### src/rtl/frs_pkg.sv
`default_nettype none
// ----------------------------------------------------------------------------
// frs_pkg: shared types and constants of the fitness roulette selector
// Operation codes, item structs, controller states and fixed field widths.
// ----------------------------------------------------------------------------
package frs_pkg;

   localparam int FIT_W       = 32;  // fitness, Q16.16
   localparam int SUM_W       = 40;  // saturated stats sum
   localparam int IND_W       = 41;  // select indicator
   localparam int POP_SIZE_W  = 9;
   localparam int DIV_STEPS   = 40;  // one quotient bit per step
   localparam int DIV_CNT_W   = 6;

   localparam logic [POP_SIZE_W-1:0] POP_SIZE_RESET = 9'd2;

   localparam logic [1:0] OP_WRITE  = 2'd0;
   localparam logic [1:0] OP_STATS  = 2'd1;
   localparam logic [1:0] OP_SELECT = 2'd2;

   typedef struct packed {
      logic [1:0]       op;
      logic [7:0]       entry_index;
      logic [FIT_W-1:0] fitness_value;
      logic [31:0]      random_fraction;
   } req_type;

   typedef struct packed {
      logic [7:0]       selected_index;
      logic [FIT_W-1:0] min_fitness;
      logic [FIT_W-1:0] max_fitness;
      logic [FIT_W-1:0] avg_fitness;
      logic [SUM_W-1:0] sum_fitness;
   } rsp_type;

   typedef enum logic [2:0] {
      ST_IDLE,
      ST_IND,
      ST_WALK,
      ST_DIV,
      ST_FINISH
   } state_type;

endpackage
`default_nettype wire

### src/rtl/frs_divider.sv
`default_nettype none
// ----------------------------------------------------------------------------
// frs_divider: restoring divider for the stats average
// 40-bit dividend by a narrow divisor, one quotient bit per cycle.
// ----------------------------------------------------------------------------
module frs_divider #(
   parameter int DIV_W = 9
) (
   input  wire logic                      clock,
   input  wire logic                      reset,
   input  wire logic                      start,
   input  wire logic [frs_pkg::SUM_W-1:0] dividend,
   input  wire logic [DIV_W-1:0]          divisor,
   output logic                           done,
   output logic      [frs_pkg::SUM_W-1:0] quotient
);

   logic [frs_pkg::DIV_CNT_W-1:0] cnt_ff;
   logic [frs_pkg::DIV_CNT_W-1:0] cnt_in;
   logic                          done_ff;
   logic [DIV_W-1:0]              rem_ff;
   logic [frs_pkg::SUM_W-1:0]     quo_ff;
   logic [DIV_W:0]                trial;
   logic [DIV_W:0]                diff;
   logic                          fits;
   logic                          busy;

   assign busy  = (cnt_ff != '0);
   assign trial = {rem_ff, quo_ff[frs_pkg::SUM_W-1]};
   assign fits  = (trial >= {1'b0, divisor});
   assign diff  = trial - {1'b0, divisor};

   always_comb begin
      cnt_in = cnt_ff;
      if (start) begin
         cnt_in = frs_pkg::DIV_CNT_W'(frs_pkg::DIV_STEPS);
      end else if (busy) begin
         cnt_in = cnt_ff - 1'b1;
      end
   end

   always_ff @(posedge clock) begin
      if (reset) begin
         cnt_ff  <= '0;
         done_ff <= 1'b0;
      end else begin
         cnt_ff  <= cnt_in;
         done_ff <= (cnt_ff == frs_pkg::DIV_CNT_W'(1));
      end
   end

   // remainder stays below the divisor, so its low DIV_W bits hold it
   always_ff @(posedge clock) begin
      if (start) begin
         rem_ff <= '0;
         quo_ff <= dividend;
      end else if (busy) begin
         rem_ff <= fits ? diff[DIV_W-1:0] : trial[DIV_W-1:0];
         quo_ff <= {quo_ff[frs_pkg::SUM_W-2:0], fits};
      end
   end

   assign done     = done_ff;
   assign quotient = quo_ff;

endmodule
`default_nettype wire

### config.mk
export PLATFORM = sky130hd
export DESIGN_NAME = frs_divider
export DESIGN_NICKNAME = d
export VERILOG_FILES = /design/src/rtl/frs_pkg.sv /design/src/rtl/frs_divider.sv
export SDC_FILE = /design/constraint.sdc
export NUM_CORES = 1
export LEC_CHECK = 0
export ABC_AREA = 1
export BUFFER_PORTS_ARGS = -buffer_cell sky130_fd_sc_hd__buf_2
export CORE_UTILIZATION = 49
export CTS_CLUSTER_SIZE = 25
export DETAILED_ROUTE_END_ITERATION = 12
export PLACE_DENSITY = 0.77
export RECOVER_POWER = 50
export SLEW_MARGIN = 20
export SYNTH_ARGS = -nofsm -noshare
export SYNTH_HDL_FRONTEND = slang
export SYNTH_SLANG_ARGS = --single-unit
export TNS_END_PERCENT = 20
### constraint.sdc
create_clock -name clock -period 2.6 [get_ports clock]
set_input_delay 0.39 -clock clock [delete_from_list [all_inputs] [get_ports clock]]
set_output_delay 0.39 -clock clock [all_outputs]
set_load 0.02 [all_outputs]
* Word level (Yosys, flattened, before mapping)
Cells that the tools add are included.
** Cells by class
- Add/sub/neg operators :: 2
- Order comparisons :: 1
- Equality and inequality tests :: 1
- Mux-type cells :: 5
- Reduce and logical (&&, ||, !) cells :: 3
** Operators by type and width (number)
- 40-bit 2-to-1 mux :: 2
- 6-bit 2-to-1 mux :: 2
- 10-bit by 9-bit >= comparator with 1-bit output :: 1
- 9-bit 2-to-1 mux :: 1
- 9-bit subtractor :: 1
- 6-bit by 1-bit == test with 1-bit output (second input constant) :: 1
- 6-bit nonzero test :: 1
- 6-bit by 1-bit subtractor with 6-bit output (second input constant) :: 1
- 2-bit nonzero test :: 1
- 2-bit OR reduction :: 1
** Storage, ports and cells
- Bits in registers :: 56
- Logic and storage cells :: 17

* Logic depth before layout (Yosys ltp)
- Depth after elaboration :: 3
- Gate-level depth with buffers :: 14
- Gate-level depth less buffers :: 14

* Least setup slack after synthesis
OpenSTA, ideal clock, no wires.
- Path kind :: flip-flop to flip-flop
- Start :: register cnt_ff[0] (netlist name)
- End :: register quo_ff, in the netlist quotient[0], enable pin
- Setup time :: 0.398 ns
- Arrival time :: 1.759 ns
- Data required time :: 2.202 ns
- Setup slack :: 0.443 ns
- Cell stages (with the launch flop) :: 6
- Path buffers :: 0
- Clock period less this slack :: 2.157 ns
- Cells stage by stage :: dfxtp_1 inv_1 ha_1 nand3_2 inv_1 nand2_1
** On the way
- Longest elaborated chain between the ends :: 2
** Ends and longest elaborated chain
- start: declaration :: line frs_divider.sv:18 : logic [frs_pkg::DIV_CNT_W-1:0] cnt_ff;
- start signal: assignment :: line frs_divider.sv:47 : cnt_ff <= cnt_in;
- 6-bit nonzero test :: line frs_divider.sv:28 : assign busy = (cnt_ff != '0);
- 2-bit nonzero test (no source line)
- end signal: assignment :: line frs_divider.sv:56 : quo_ff <= dividend;
- end signal: assignment :: line frs_divider.sv:59 : quo_ff <= {quo_ff[frs_pkg::SUM_W-2:0], fits};
- end: declaration :: line frs_divider.sv:22 : logic [frs_pkg::SUM_W-1:0] quo_ff;
Every way passes these cells.
A chain may end at the register's enable or synchronous reset.

* Final worst setup path
- Start :: register quo_ff, in the netlist quotient[39]
- End :: register quo_ff, in the netlist quotient[0] (data pin)
** On the way
- Longest elaborated chain between the ends :: 3
** Ends and longest elaborated chain
- 10-bit by 9-bit >= comparator with 1-bit output :: line frs_divider.sv:30 : assign fits = (trial >= {1'b0, divisor});
- 40-bit 2-to-1 mux :: line frs_divider.sv:57 : end else if (busy) begin
- 40-bit 2-to-1 mux :: line frs_divider.sv:54 : if (start) begin
Every way passes these cells. The select of a mux whose other input is x is not followed.

==> flow_summary.yaml <==
sta:
  timing.slew.headroom: 0.3280
  achievable-frequency_mhz: 485.5
  finClkSkew_ns: 0.008299
  totalNegativeSetupSlack_ns: 0
  hold_viol: 0
  report.final.setup_viol: 0
  final-max-slew-violation-count: 0
  tightestPinTransition_ns: 1.008
  min_period_ns: 2.060
  final_min_period_over_clock_period: 0.7922
  grt_setup_unrepaired: "no"
power_and_ir_drop:
  power.density_cell_area_mw_per_mm2: 860.3
  netSwitchingPower_mw: 1.321
  pwr-share-seq: 0.421
  clock_power_share: 0.157
  netSwitchingFraction: 0.4207
  worst_ir_drop_vdd_mv: 0.4095
  power.leakage_nw: 1.909
  combinationalPowerShare: 0.422
  p_total_mw: 3.140
  cell_int_power_mw: 1.819
setup_path:
  crit_arrival_ns: 2.12
  setup.worst_path.start_class: "flop"
  critical_path_required_ns: 2.66
  timing.setup.critical_path_class: "flop to flop"
  cell_with_the_largest_stage_delay_on_the_worst_path: "fa_1"
  critical-path-top-delay-family: "adder cells"
  critPathMaxFanout: 5
  crit_path_cell_trace: "inv_1, ha_1, inv_1, fa_1, nand2_2, nand3_2, nand3_2, nand2_4, a21oi_2, o21ai_1"
  worst_setup_path_end_kind: "flop"
  worst_path_largest_cell_delay_ns: 0.42
  critical_path_buf_inv_count: 2
global_route:
  first_global_vias: 2424
  grt_start_max_net_pins: 47
  grt_first_pass_wirelength_microns: 11090
  grt_util_all_layers: 0.2214
  antenna_found_initial: 0
  grt.overflow.total: 0
clock_tree:
  cts_hold_repair_buffers: 0
  cts.repair.resized: 0
  h-tree-depth: 2
  clock_sinks: 56
  clock_latency_reported_for_the_late_side_of_the_worst_skew_pair_ns: 0.32
  cts-buffers-inserted: 5
  tritoncts: "built"
  cts.clk_slew.worst_paths_ns: 0.10
  cts_post_setup_buffers_inserted: 0
  clockBufferDepth: 2
  cts.root.buffer_cell: "clkbuf_8"
flow_run:
  number_of_max_cap_violations: 0
drt:
  ant_nets: 0
  detailedRoute.firstPassIterationCount: 4
  met2_length_microns: 3233
  route.met3.wl_microns: 428
  total_wire_length_after_detailed_routing_microns: 6899
  drc: 0
  wl_met1_microns: 3182
  routed_wire_length_per_instance_microns: 12.57
  drt_first_iter_violations: 160
  routed_via_density: 4.860
  detailroute.via_count: 2668
  highest-signal-layer: "met4"
place:
  finalWeightedCongestion: 0.9241
  dpl-instance-area_sq_mm: 0.003610
  place_hpwl_microns: 5183
  place_inst: 541
  placement.io_buffers: 92
synth:
  syn_inst: 380
  synth_flop_cell: "edfxtp_1"
  syn_area_per_cell_sq_um: 8.083
  synth-warning-count: 0
  edff_count_synth: 40
  ys_seq_area_frac: 0.4953
  async_flop_share: 0
  number_of_nets_in_the_synthesized_netlist: 445
  synth_seq_cells: 56
  netlist_area_sq_mm: 0.003072
  ys_types: 32
floorplanning:
  design.portCount: 93
  coreArea_sq_mm: 0.005991
  dieWidth_microns: 81.18
  die_y_microns: 81.18
  floorplan.die_area_sq_mm: 0.006589
  placementRows: 28
  initial_utilization: 0.5127
finish:
  area_delta_synth_final_pct: 18.82
  layout.filler_cells: 564
  num-nets-final: 538
  post_route_cells_drive_above_1_share: 0.1941
  final_cell_area_sq_mm: 0.003650
  post_layout_nonfiller_instances: 549
  insertedDiodeCount: 0
worst_hold_path:
  worst_hold_path_type: "primary input to flop"
status:
  outcome: "complete, no violations"
==> registers in the layout (all words and copies together), names as in the netlist <==
signal	cells
quotient	40
rem_ff	9
cnt_ff	6
done	1
==> kinds of logic (layout without fill, tap and decap cells) <==
family,count (synthesis),in the layout,share of synthesized area
AND/OR/NAND/NOR,235,235,0.3299
flip-flops,56,56,0.4953
AO/OA/AOI/OAI,18,18,0.03625
adder cells (fa/ha/maj),13,13,0.05540
XOR/XNOR,5,5,0.01426
buffers and inverters,53,147,0.06884
==> cell type report <==
| class | instances | area [sq um] | share of cell area |
|---|---|---|---|
| sequential | 56 | 1521 | 0.4169 |
| inverter | 42 | 157.7 | 0.04320 |
| clock buffer | 5 | 68.82 | 0.01885 |
| multi-input combinational | 271 | 1339 | 0.3668 |
| tap | 75 | 93.84 | 0.02571 |
| timing repair buffer | 97 | 446.7 | 0.1224 |
| clock inverter | 3 | 22.52 | 0.006171 |
==> worst paths after layout <==
kind	end	cells past startpoint	start	slack, ns
worst min register to register	cnt_ff[5]	2	cnt_ff[5]	0.49
worst max register to register	quotient[0]	10	quotient[39]	0.54
worst max-delay path	quotient[0]	10	quotient[39]	0.54
worst min-delay path	done	2	reset	0.26
==> stage by stage <==
| stage | utilization | hold WS, ns | setup WS [ns] |
|---|---|---|---|
| detailed placement | 0.6025 | 0.4832 | 0.5356 |
| global route | 0.6092 | 0.2686 | 0.3838 |
| finish | 0.6092 | 0.2647 | 0.5403 |
| global placement | 0.6025 | 0.4655 | 0.6136 |
| floorplan | - | 0.4502 | 0.4426 |
| CTS | 0.6178 | 0.2656 | 0.5609 |
==> layer usage <==
layer | track usage | vias up
met5 | 0 | -
met3 | 0.05281 | 5
li1 | - | 1384
met1 | 0.3074 | 1193
met4 | 0.04821 | 0
met2 | 0.3504 | 86
==> power groups by stage <==
stage               Combinational (mW)  Sequential (mW)  Clock [mW]
floorplan                        0.851             1.45           0
global placement                  1.30             1.33           0
detailed placement                1.35             1.33           0
CTS                               1.35             1.32       0.497
global route                      1.47             1.34       0.535
finish                            1.33             1.32       0.494
==> worst register-to-register path: stages (launching register included) <==
cell and delay [ns]:
edfxtp_1 0.41, inv_1 0.07, ha_1 0.14, inv_1 0.07, fa_1 0.42, nand2_2 0.08, nand3_2 0.09, nand3_2 0.11
nand2_4 0.07, a21oi_2 0.25, o21ai_1 0.09
==> cell usage in the layout (no fill, tap or decap), types with 2 or more instances in the layout <==
cell type  synthesis  layout
nand3_1           23      23
a21oi_1            9       9
edfxtp_1          40      40
buf_4              0       3
ha_1              12      12
inv_2              2       2
nand3_2            4       4
nand2_2            5       5
nor2_2             5       5
clkbuf_1           6      37
xor2_1             4       4
o21ai_1            3       3
inv_1             39      39
nand2_1          174     174
nor3_1             3       3
nor2_1            14      14
dfxtp_1           16      16
clkbuf_8           1       5
buf_2              2      56
o21ai_0            2       2
nand2_4            3       3
==> cell usage after synthesis (all sizes together) (4+ instances only) <==
library cell  instances  area share
nor3                  4       0.010
dfxtp                16        0.10
nand2               182        0.23
nor2                 20       0.031
clkbuf                7       0.012
buf                   4      0.0057
xor2                  4       0.011
inv                  41       0.050
nand3                27       0.051
o21ai                 5      0.0081
edfxtp               40        0.39
ha                   12       0.049
a21oi                11       0.023
No activity file was read; power rests on OpenSTA's default activity.
